File: src/design/vfcce_pkg.sv
// Shared types, constants and cube geometry tables for the voxel cube emitter.
// Used by vfcce_sat_addsub and voxel_face_culled_cube_emitter; depends on nothing.
package vfcce_pkg;

  localparam int CoordW       = 24;
  localparam int SizeW        = 16;
  localparam int HalfW        = SizeW - 1;
  localparam int MaskW        = 6;
  localparam int FaceW        = 3;
  localparam int VertW        = 3;
  localparam int CornerW      = 3;
  localparam int CountW       = 32;
  localparam int NumFaces     = 6;
  localparam int VertsPerFace = 6;
  localparam int NumAxes      = 3;
  localparam int AxisW        = 2;
  localparam int StepW        = 3;
  localparam int InDataW      = 96;
  localparam int OutDataW     = 112;

  localparam logic signed [CoordW-1:0] CoordMax = {1'b0, {(CoordW-1){1'b1}}};
  localparam logic signed [CoordW-1:0] CoordMin = {1'b1, {(CoordW-1){1'b0}}};

  typedef logic signed [CoordW-1:0] coord_t;

  typedef enum logic [2:0] {
    StIdle = 3'b001,
    StCalc = 3'b010,
    StEmit = 3'b100
  } state_e;

  // Face codes in emission order.
  localparam logic [FaceW-1:0] FaceFront  = 3'd0;
  localparam logic [FaceW-1:0] FaceBack   = 3'd1;
  localparam logic [FaceW-1:0] FaceRight  = 3'd2;
  localparam logic [FaceW-1:0] FaceLeft   = 3'd3;
  localparam logic [FaceW-1:0] FaceTop    = 3'd4;
  localparam logic [FaceW-1:0] FaceBottom = 3'd5;

  // Sign bits of a corner: bit0 +x, bit1 +y, bit2 +z.
  function automatic logic [NumAxes-1:0] corner_sign(input logic [CornerW-1:0] c);
    logic [NumAxes-1:0] s;
    case (c)
      3'd0:    s = 3'd4;
      3'd1:    s = 3'd5;
      3'd2:    s = 3'd7;
      3'd3:    s = 3'd6;
      3'd4:    s = 3'd1;
      3'd5:    s = 3'd0;
      3'd6:    s = 3'd2;
      default: s = 3'd3;
    endcase
    return s;
  endfunction

  // Neighbor mask bit that suppresses each face.
  function automatic logic [2:0] face_bit(input logic [FaceW-1:0] f);
    logic [2:0] b;
    case (f)
      FaceFront:  b = 3'd1;
      FaceBack:   b = 3'd0;
      FaceRight:  b = 3'd5;
      FaceLeft:   b = 3'd4;
      FaceTop:    b = 3'd3;
      default:    b = 3'd2;
    endcase
    return b;
  endfunction

  // Corner order of the two triangles of each face, first vertex in the low bits.
  function automatic logic [CornerW-1:0] face_corner(input logic [FaceW-1:0] f,
                                                      input logic [VertW-1:0] k);
    logic [VertsPerFace-1:0][CornerW-1:0] row;
    logic [CornerW-1:0]                   c;
    case (f)
      FaceFront:  row = {3'd3, 3'd2, 3'd0, 3'd2, 3'd1, 3'd0};
      FaceBack:   row = {3'd7, 3'd6, 3'd4, 3'd6, 3'd5, 3'd4};
      FaceRight:  row = {3'd2, 3'd7, 3'd1, 3'd7, 3'd4, 3'd1};
      FaceLeft:   row = {3'd6, 3'd3, 3'd5, 3'd3, 3'd0, 3'd5};
      FaceTop:    row = {3'd6, 3'd7, 3'd3, 3'd7, 3'd2, 3'd3};
      default:    row = {3'd0, 3'd1, 3'd5, 3'd1, 3'd4, 3'd5};
    endcase
    case (k)
      3'd0:    c = row[0];
      3'd1:    c = row[1];
      3'd2:    c = row[2];
      3'd3:    c = row[3];
      3'd4:    c = row[4];
      default: c = row[5];
    endcase
    return c;
  endfunction

endpackage

File: src/design/vfcce_sat_addsub.sv
// Shared saturating adder/subtractor: center coordinate plus or minus half edge.
// Depends on vfcce_pkg.
module vfcce_sat_addsub (
  input  vfcce_pkg::coord_t               center_i,
  input  logic [vfcce_pkg::HalfW-1:0]     half_i,
  input  logic                            sub_i,
  output vfcce_pkg::coord_t               result_o
);

  logic signed [vfcce_pkg::CoordW:0] ext_a;
  logic signed [vfcce_pkg::CoordW:0] ext_b;
  logic signed [vfcce_pkg::CoordW:0] sum;

  assign ext_a = {center_i[vfcce_pkg::CoordW-1], center_i};
  assign ext_b = $signed({{(vfcce_pkg::CoordW+1-vfcce_pkg::HalfW){1'b0}}, half_i});
  assign sum   = sub_i ? (ext_a - ext_b) : (ext_a + ext_b);

  // The two top bits differ exactly when the exact result leaves the 24-bit range.
  always_comb begin
    if (sum[vfcce_pkg::CoordW] != sum[vfcce_pkg::CoordW-1]) begin
      result_o = sum[vfcce_pkg::CoordW] ? vfcce_pkg::CoordMin : vfcce_pkg::CoordMax;
    end else begin
      result_o = sum[vfcce_pkg::CoordW-1:0];
    end
  end

endmodule

File: src/design/voxel_face_culled_cube_emitter.sv
// Voxel cube emitter: one cube in, up to 36 vertices out, faces with a neighbor culled.
// After an input transfer the shared add/sub unit forms the six corner coordinates; then the
// sequencer passes over hidden faces and loads each visible vertex into the output register,
// held while it is full and not taken. No new cube is accepted until the sequencer is idle.
// Reset (rst_ni low, asynchronous) clears the sequencer, the output valid and the count.
// Depends on vfcce_pkg and vfcce_sat_addsub.
module voxel_face_culled_cube_emitter (
  input  logic                              clk_i,
  input  logic                              rst_ni,
  // Slave side. tdata from the lowest bit: center_x[23:0], center_y[47:24],
  // center_z[71:48], edge_size[87:72], neighbor_mask[93:88], zero fill.
  input  logic                              s_axis_tvalid_i,
  output logic                              s_axis_tready_o,
  input  logic [vfcce_pkg::InDataW-1:0]     s_axis_tdata_i,
  // Master side. tdata from the lowest bit: vertex_x[23:0], vertex_y[47:24],
  // vertex_z[71:48], face_id[74:72], cube_total[106:75], zero fill.
  // tlast carries last_vertex.
  output logic                              m_axis_tvalid_o,
  input  logic                              m_axis_tready_i,
  output logic [vfcce_pkg::OutDataW-1:0]    m_axis_tdata_o,
  output logic                              m_axis_tlast_o
);

  // Sequencer state and item registers.
  vfcce_pkg::state_e                     state_q, state_d;
  logic [vfcce_pkg::StepW-1:0]           step_q, step_d;
  logic [vfcce_pkg::FaceW-1:0]           face_q, face_d;
  logic [vfcce_pkg::VertW-1:0]           vert_q, vert_d;
  logic [vfcce_pkg::CountW-1:0]          count_q;

  vfcce_pkg::coord_t                     center_q [vfcce_pkg::NumAxes];
  vfcce_pkg::coord_t                     plus_q   [vfcce_pkg::NumAxes];
  vfcce_pkg::coord_t                     minus_q  [vfcce_pkg::NumAxes];
  logic [vfcce_pkg::HalfW-1:0]           half_q;
  logic [vfcce_pkg::MaskW-1:0]           mask_q;

  // Output register.
  logic                                  out_valid_q;
  vfcce_pkg::coord_t                     out_x_q, out_y_q, out_z_q;
  logic [vfcce_pkg::FaceW-1:0]           out_face_q;
  logic [vfcce_pkg::CountW-1:0]          out_total_q;
  logic                                  out_last_q;

  logic                                  in_xfer;
  logic                                  out_free;
  logic                                  load_out;
  logic [vfcce_pkg::AxisW-1:0]           calc_axis;
  vfcce_pkg::coord_t                     unit_result;
  logic [vfcce_pkg::NumFaces-1:0]        face_en;
  logic                                  later_en;
  logic                                  cur_en;
  logic                                  last_vert;
  logic [vfcce_pkg::CornerW-1:0]         corner;
  logic [vfcce_pkg::NumAxes-1:0]         sign;

  assign s_axis_tready_o = (state_q == vfcce_pkg::StIdle);
  assign in_xfer         = s_axis_tvalid_i && s_axis_tready_o;
  assign out_free        = !out_valid_q || m_axis_tready_i;

  // One shared unit forms all six corner coordinates: step bits [2:1] pick the
  // axis, bit 0 picks minus. The eight corners are selections of those six values.
  assign calc_axis = step_q[vfcce_pkg::StepW-1:1];

  vfcce_sat_addsub u_addsub (
    .center_i (center_q[calc_axis]),
    .half_i   (half_q),
    .sub_i    (step_q[0]),
    .result_o (unit_result)
  );

  // A face is visible when its neighbor bit is clear. The last vertex of a cube is
  // the sixth vertex of a visible face with no visible face after it.
  always_comb begin
    for (int f = 0; f < vfcce_pkg::NumFaces; f++) begin
      face_en[f] = !mask_q[vfcce_pkg::face_bit(vfcce_pkg::FaceW'(f))];
    end
    later_en = 1'b0;
    for (int f = 0; f < vfcce_pkg::NumFaces; f++) begin
      if (vfcce_pkg::FaceW'(f) > face_q) begin
        later_en = later_en | face_en[f];
      end
    end
  end

  assign cur_en    = face_en[face_q];
  assign last_vert = (vert_q == vfcce_pkg::VertW'(vfcce_pkg::VertsPerFace - 1)) && !later_en;
  assign load_out  = (state_q == vfcce_pkg::StEmit) && cur_en && out_free;
  assign corner    = vfcce_pkg::face_corner(face_q, vert_q);
  assign sign      = vfcce_pkg::corner_sign(corner);

  always_comb begin
    state_d = state_q;
    step_d  = step_q;
    face_d  = face_q;
    vert_d  = vert_q;
    case (state_q)
      vfcce_pkg::StIdle: begin
        if (in_xfer) begin
          state_d = vfcce_pkg::StCalc;
          step_d  = '0;
        end
      end
      vfcce_pkg::StCalc: begin
        step_d = step_q + 1'b1;
        if (step_q == vfcce_pkg::StepW'(2 * vfcce_pkg::NumAxes - 1)) begin
          state_d = vfcce_pkg::StEmit;
          face_d  = vfcce_pkg::FaceFront;
          vert_d  = '0;
        end
      end
      vfcce_pkg::StEmit: begin
        if (!cur_en) begin
          // Hidden face: pass over it without emitting a vertex.
          face_d = face_q + 1'b1;
          vert_d = '0;
          if (face_q == vfcce_pkg::FaceBottom) begin
            state_d = vfcce_pkg::StIdle;
          end
        end else if (out_free) begin
          if (last_vert) begin
            state_d = vfcce_pkg::StIdle;
          end else if (vert_q == vfcce_pkg::VertW'(vfcce_pkg::VertsPerFace - 1)) begin
            face_d = face_q + 1'b1;
            vert_d = '0;
          end else begin
            vert_d = vert_q + 1'b1;
          end
        end
      end
      default: begin
        state_d = vfcce_pkg::StIdle;
      end
    endcase
  end

  always_ff @(posedge clk_i or negedge rst_ni) begin
    if (!rst_ni) begin
      state_q     <= vfcce_pkg::StIdle;
      step_q      <= '0;
      face_q      <= '0;
      vert_q      <= '0;
      count_q     <= '0;
      out_valid_q <= 1'b0;
    end else begin
      state_q <= state_d;
      step_q  <= step_d;
      face_q  <= face_d;
      vert_q  <= vert_d;
      if (in_xfer) begin
        count_q <= count_q + 1'b1;
      end
      if (load_out) begin
        out_valid_q <= 1'b1;
      end else if (m_axis_tready_i) begin
        out_valid_q <= 1'b0;
      end
    end
  end

  // Payload registers carry no reset.
  always_ff @(posedge clk_i) begin
    if (in_xfer) begin
      center_q[0] <= s_axis_tdata_i[23:0];
      center_q[1] <= s_axis_tdata_i[47:24];
      center_q[2] <= s_axis_tdata_i[71:48];
      // Half edge: the dropped fraction bit is truncated.
      half_q      <= s_axis_tdata_i[87:73];
      mask_q      <= s_axis_tdata_i[93:88];
    end
    if (state_q == vfcce_pkg::StCalc) begin
      if (step_q[0]) begin
        minus_q[calc_axis] <= unit_result;
      end else begin
        plus_q[calc_axis] <= unit_result;
      end
    end
    if (load_out) begin
      out_x_q     <= sign[0] ? plus_q[0] : minus_q[0];
      out_y_q     <= sign[1] ? plus_q[1] : minus_q[1];
      out_z_q     <= sign[2] ? plus_q[2] : minus_q[2];
      out_face_q  <= face_q;
      out_total_q <= count_q;
      out_last_q  <= last_vert;
    end
  end

  assign m_axis_tvalid_o = out_valid_q;
  assign m_axis_tlast_o  = out_last_q;
  assign m_axis_tdata_o  = {5'b0, out_total_q, out_face_q, out_z_q, out_y_q, out_x_q};

endmodule
File: config.mk
export PLATFORM = sky130hd
export DESIGN_NAME = voxel_face_culled_cube_emitter
export DESIGN_NICKNAME = d
export VERILOG_FILES = /design/src/design/vfcce_pkg.sv /design/src/design/vfcce_sat_addsub.sv /design/src/design/voxel_face_culled_cube_emitter.sv
export SDC_FILE = /design/constraint.sdc
export NUM_CORES = 1
export LEC_CHECK = 0
export BUFFER_PORTS_ARGS = -buffer_cell sky130_fd_sc_hd__buf_2
export CAP_MARGIN = 20
export CORE_MARGIN = 2
export CORE_UTILIZATION = 52
export CTS_CLUSTER_DIAMETER = 120
export DETAILED_ROUTE_END_ITERATION = 10
export PLACE_DENSITY = 0.85
export SKIP_CTS_REPAIR_TIMING = 1
export SLEW_MARGIN = 20
export SYNTH_ARGS = -nofsm -noshare
export SYNTH_HDL_FRONTEND = slang
export SYNTH_SLANG_ARGS = --single-unit
File: constraint.sdc
create_clock -name clk_i -period 4 [get_ports clk_i]
set_input_delay 0.2 -clock clk_i [delete_from_list [all_inputs] [get_ports clk_i]]
set_output_delay 0.2 -clock clk_i [all_outputs]
set_load 0.05 [all_outputs]
# Word level (Yosys, flattened, before mapping)
# Memory sizes are Yosys's and may differ from the RTL's.
# Index checks and enable logic that the tools add are counted.
classes:
  addsub: 6
  magnitude_cmp: 7
  eq_ne: 28
  mux: 47
  bitwise_logic: 5
  n_reduce_logical: 23
ops:
  columns: ["op", "n"]
  rows:
  - ["$mux W24", 5]
  - ["$pmux W18 S5", 1]
  - ["$mux W3", 16]
  - ["$add A32 B1 Y32 const B", 1]
  - ["$eq A3 B3 Y1 const B", 9]
  - ["$add A24 B16 Y25", 1]
  - ["$mux W25", 1]
  - ["$sub A24 B16 Y25", 1]
  - ["$eq A3 B2 Y1 const B", 7]
  - ["$pmux W3 S7", 1]
  - ["$pmux W3 S2", 3]
  - ["$mux W1", 17]
  - ["$pmux W3 S5", 1]
  - ["$eq A3 B1 Y1 const B", 4]
  - ["$ne A3 B3 Y1 const B", 4]
  - ["$reduce_and A5 Y1", 2]
  - ["$add A3 B1 Y3 const B", 3]
  - ["$logic_not A3 Y1", 3]
  - ["$pmux W3 S3", 1]
  - ["$logic_not A1 Y1", 8]
  - ["$gt A1 B3 Y1 const A", 2]
  - ["$gt A2 B3 Y1 const A", 2]
  - ["$gt A3 B3 Y1 const A", 2]
  - ["$reduce_bool A2 Y1", 3]
  - ["other kinds (11)", 18]
totals:
  regBits: 174
  mem_bits_rw: 216
  input_bits: 100
  elab_cells: 133
  n_memories: 3
mem_list:
  columns: ["name", "depth", "width", "read_ports", "rd_ports_with_merged_regs", "write_ports", "line", "rtl"]
  rows:
  - ["center_q", 3, 24, 1, 0, 3, "voxel_face_culled_cube_emitter.sv:31", "vfcce_pkg::coord_t center_q [vfcce_pkg::NumAxes];"]
  - ["minus_q", 3, 24, 3, 0, 1, "voxel_face_culled_cube_emitter.sv:33", "vfcce_pkg::coord_t minus_q [vfcce_pkg::NumAxes];"]
  - ["plus_q", 3, 24, 3, 0, 1, "voxel_face_culled_cube_emitter.sv:32", "vfcce_pkg::coord_t plus_q [vfcce_pkg::NumAxes];"]

# Logic depth before layout (Yosys ltp)
depth:
  depth_word: 18
  depth_mapped: 18

# By module
# From an unflattened synthesis, not the netlist that was laid out.
unflattened:
  cells_unflattened: 1045
  area_unflattened_um2: 16221.8
by_module_without_submodules:
  columns: ["module", "instances", "cells_each", "area_per_inst_um2", "seq_area_each_um2"]
  rows:
  - ["voxel_face_culled_cube_emitter", 1, 777, 14388.8, 11487.3]
  - ["vfcce_sat_addsub", 1, 268, 1833.0, 0.0]

# Least setup slack after synthesis
# Ideal clock, no wire load.
synth_timing:
  kind: "reg-to-reg"
  startpoint: "register face_q[0] (netlist bit)"
  endpoint: "register out_last_q (netlist: m_axis_tlast_o), enable pin"
  setup_time_ns: 0.480
  arrival_time_ns: 3.903
  path_slack_ns: -0.383
  path_stages_with_launch: 5
  n_path_buf: 1
  synth_period_minus_slack_ns: 4.383
  path_cell_list: "dfrtp_1 buf_4 mux4_2 o22ai_1 and3_1"
synth_via:
  elab_chain_cells: 4
synth_lines:
  columns: ["item", "line", "rtl"]
  rows:
  - ["start, declared", "voxel_face_culled_cube_emitter.sv:27", "logic [vfcce_pkg::FaceW-1:0] face_q, face_d;"]
  - ["start signal, assigned", "voxel_face_culled_cube_emitter.sv:140", "face_q <= '0;"]
  - ["start signal, assigned", "voxel_face_culled_cube_emitter.sv:147", "face_q <= face_d;"]
  - ["$bmux W1 S3", "voxel_face_culled_cube_emitter.sv:85", "assign cur_en = face_en[face_q];"]
  - ["$mux W1 (not written as such)", "voxel_face_culled_cube_emitter.sv:85", null]
  - ["$logic_and A1 B1 Y1 (2 in series)", "voxel_face_culled_cube_emitter.sv:87", "assign load_out = (state_q == vfcce_pkg::StEmit) && cur_en && out_free;"]
  - ["net load_out", "voxel_face_culled_cube_emitter.sv:46", "logic load_out;"]
  - ["end signal, assigned", "voxel_face_culled_cube_emitter.sv:183", "out_last_q <= last_vert;"]
  - ["end, declared", "voxel_face_culled_cube_emitter.sv:42", "logic out_last_q;"]
# The timed path passes the listed nets, and every way through them passes these cells. The select of a mux whose other input is x is not followed.
# A chain may end at the register's enable or synchronous reset.

# Worst setup path after layout
layout_timing:
  startpoint: "register half_q[0] (netlist bit)"
  endpoint: "memory minus_q[1][13] (netlist bit) (data pin)"
layout_via:
  elab_chain_cells: 4
layout_lines:
  columns: ["item", "line", "rtl"]
  rows:
  - ["start, declared", "voxel_face_culled_cube_emitter.sv:34", "logic [vfcce_pkg::HalfW-1:0] half_q;"]
  - ["start signal, assigned", "voxel_face_culled_cube_emitter.sv:167", "half_q <= s_axis_tdata_i[87:73];"]
  - ["$add A24 B16 Y25 / $sub A24 B16 Y25 (equally long branches)", "vfcce_sat_addsub.sv:16", "assign sum = sub_i ? (ext_a - ext_b) : (ext_a + ext_b);"]
  - ["$mux W25 *", "vfcce_sat_addsub.sv:16", null]
  - ["$mux W24 / $ne A1 B1 Y1 (equally long branches)", "vfcce_sat_addsub.sv:21, vfcce_sat_addsub.sv:20", null]
  - ["$mux W24 *", "vfcce_sat_addsub.sv:20", "if (sum[vfcce_pkg::CoordW] != sum[vfcce_pkg::CoordW-1]) begin"]
  - ["net u_addsub.result_o[13]", "vfcce_sat_addsub.sv:7", "output vfcce_pkg::coord_t result_o"]
  - ["end, declared", "voxel_face_culled_cube_emitter.sv:33", null]
# The timed path passes the listed nets; every way through them passes the cells marked *.

==> metrics <==
Max transition margin 29.3%; CP Class register to register; RR Endpoint minus_q[1][13]; htree depth 2; Flop pwr share 34.9%; Post-Syn Area 0.0163 mm²; Post-Route Skew 12.1 ps; Chip Width 181 µm; hold path depth 3; R2R Path Start half_q[0]; PwrDens 890 mW/mm²; Worst Min Path Start m_axis_tready_i; adder-cell share of the synthesized area 2.58%; grt ovf 0; Fmax 0.260 GHz; die span in y 181 µm; CP endpoint kind register; largest family of logic cells by synthesized area compound AO/OA/AOI/OAI gates; antenna-violating nets left 0; Final WS setup 154 ps; drt first pass iters 5; IO Pins 215; LEAKAGE 7.71 nW; vias per cell 5.44; Clock Tree Root clkbuf_16; dominant synthesized flop cell edfxtp_1; Post-Synth Simple-Gate Area 6.26%; reg2reg path depth 17; critical-path maximum fanout 12; DR WL/cell 19.2 µm; number of flops mapped to enable cells by yosys 345; DP HPWL 21700 µm; post-synth top area cell edfxtp_1; row count 64; maximum vdd ir drop 799 µV; Min-Delay Path Class input pin to register; core area 0.0307 mm²; #FFs+latches synth 390; CP Launch Type register; Psw 0.00670 W; fill count 2082; CP required 4260 ps; Slew Viols, Final 0; status finished, final reports clean; Placer Congestion 0.860; Hold Path End m_axis_tvalid_o; DR iter-0 viols 842; Longest Clk Path Bufs 3; first-pass GRT wire length 50600 µm; area grow syn2layout 27.5%; input/output buffers 206; RSZ-0062 raised after global routing yes; Nets 1562; WL final 35600 µm; final setup fails 0; sw frac 36.2%; largest net degree at the start of global routing 88; Logic pwr share 46.0%; initial antenna violation count 1; sequential share of the synthesized area 70.4%; max_cap viols 0; cell count after synthesis 1048; setup tns final 0 ps; CTS tree yes; final worst-path cycle share 96.1%; Hold WS 57.6 ps; CTS sink count 390; Final Non-Filler Cells 1856; Clock power frac 19.1%; Post-synth top cells 345 x edfxtp_1, 73 x nand2_1, 57 x mux2_2, 49 x o21ai_0, 48 x a21oi_1; syn avg cell area 15.6 µm²; Least-Margin Pin Slew 1060 ps; Via Count 10.1k; Cells after DPL 1674; Internal 0.0118 W; synth top area cells edfxtp_1 63%, dfrtp_1 6.7%, mux2_2 3.9%; die area 0.0328 mm²; post-synthesis xor/xnor area fraction 3.69%; clk slew on worst S/H paths 60 ps; min cycle time layout 3850 ps; CTS buffer count 39; fin util 67.7%; Hold Vio Cnt, Final 0; crit path from half_q[0]; Netlist cell types 77; Post-route DRC 0; vias in the first global route 9474; Async SR Flop Fraction 11.5%; post-synthesis compound-gate area fraction 8.10%; pre-CTS WS -52.9 ps; reg2reg setup slack 150 ps; fraction of layout cells with a size suffix above 1 32.4%; most common cell in the netlist edfxtp_1; synth warn 0; share of the synthesized area in the top cell type 63.5%; Worst Path Arrival 4110 ps; mux cell area share after synthesis 6.99%; Initial Util 53.1%; clock latency at the later pin of the worst-skew pair 520 ps; Overall Global Routing Usage 19.5%
cells in the final DEF (no fill, tap or decap), types with 5 or more instances in the layout:
cell type / Yosys / final
a21oi_1: 48 / 44
buf_12: 0 / 5
and3_1: 13 / 11
xnor2_1: 47 / 47
nor2_1: 42 / 38
nand4_1: 10 / 10
buf_4: 11 / 67
nor3_1: 16 / 12
a31oi_4: 0 / 16
buf_2: 4 / 206
o21ai_0: 49 / 47
mux2_2: 57 / 57
dfrtp_1: 44 / 41
o211ai_1: 6 / 6
nand2_1: 73 / 73
a21o_1: 12 / 12
mux2_1: 20 / 20
conb_1: 1 / 5
o21ai_1: 5 / 6
edfxtp_1: 345 / 345
inv_1: 22 / 22
xor2_1: 18 / 17
a21oi_2: 2 / 6
a211oi_2: 1 / 5
clkinv_1: 0 / 6
clkbuf_16: 0 / 40
nand3_1: 20 / 20
mux2i_1: 25 / 25
ha_1: 32 / 29
clkbuf_1: 13 / 7
and2_1: 6 / 5
clkinv_2: 0 / 6
a31o_2: 5 / 5
a31oi_1: 7 / 7
dlygate4sd3_1: 0 / 94
power by group through the flow:
stage	clock (W)	combinational (W)	sequential, W
after floorplan	0	0.00509	0.00666
after global placement	0	0.00719	0.00650
after detailed placement	0	0.00744	0.00654
after CTS	0.00358	0.00750	0.00645
after global routing	0.00377	0.00919	0.00651
final	0.00353	0.00852	0.00646
state kept, by name (all words and copies together) (netlist names):
register	flops
center_q	72
count_q	32
face_q	3
half_q	15
m_axis_tlast_o	1
m_axis_tvalid_o	1
mask_q	6
minus_q	72
out_face_q	3
out_total_q	32
out_x_q	24
out_y_q	24
out_z_q	24
plus_q	72
state_q	3
step_q	3
vert_q	3
cell type report:
type / count / area [µm²] / area share, %
Sequential cell: 390 / 11500 / 55.2
Tap cell: 396 / 495 / 2.38
Multi-Input combinational cell: 601 / 4850 / 23.3
Timing Repair Buffer: 374 / 2610 / 12.6
Clock buffer: 49 / 1040 / 5.02
Antenna cell: 1 / 2.50 / 0.0120
Clock inverter: 22 / 218 / 1.05
Inverter: 23 / 88.8 / 0.427
through the flow:
stage	power [W]	cell area (µm²)
floorplan	0.0117	16300
global placement	0.0137	18200
detailed placement	0.0140	18200
CTS	0.0175	19400
global route	0.0195	20800
finish	0.0185	20800
worst max-delay path by stage:
stage	endpoint	slack, ps	cells after the start
finish	minus_q[1][13]	150	17
global route	plus_q[0][10]	-20	16
CTS	minus_q[0][21]	-90	16
detailed placement	minus_q[2][21]	-50	15
global placement	minus_q[2][21]	90	18
floorplan	minus_q[0][22]	50	15
per-layer routing:
layer	GRT usage, %	share of wire [%]	routed length [µm]
met1	26.4	41	14600
met2	32.5	51	18100
met3	3.91	5.3	1890
met4	5.43	2.6	908
met5	0	0	0
kinds of logic (layout without fill, tap and decap cells):
family | count (synthesis) | in the layout
AOI/OAI and AO/OA | 186 | 186
xor gates and xnor gates | 67 | 67
adders and majority gates | 33 | 33
buffers and inverters | 61 | 468
DFF | 390 | 390
muxes | 103 | 103
other | 1 | 6
and+or+nand+nor | 207 | 207
worst max-delay path, cell delays in order, from the launching register on:
cell	delay (ps)
edfxtp_1	420
inv_1	60
ha_1	200
buf_4	150
a31oi_2	210
buf_4	190
a21oi_1	40
ha_1	290
a21o_1	190
a21o_1	180
and2_1	160
or2_1	300
nor2_2	260
a21oi_1	140
a211oi_4	300
buf_12	210
o211ai_1	100
buf_4	180
(Power assumes the default switching activity.)
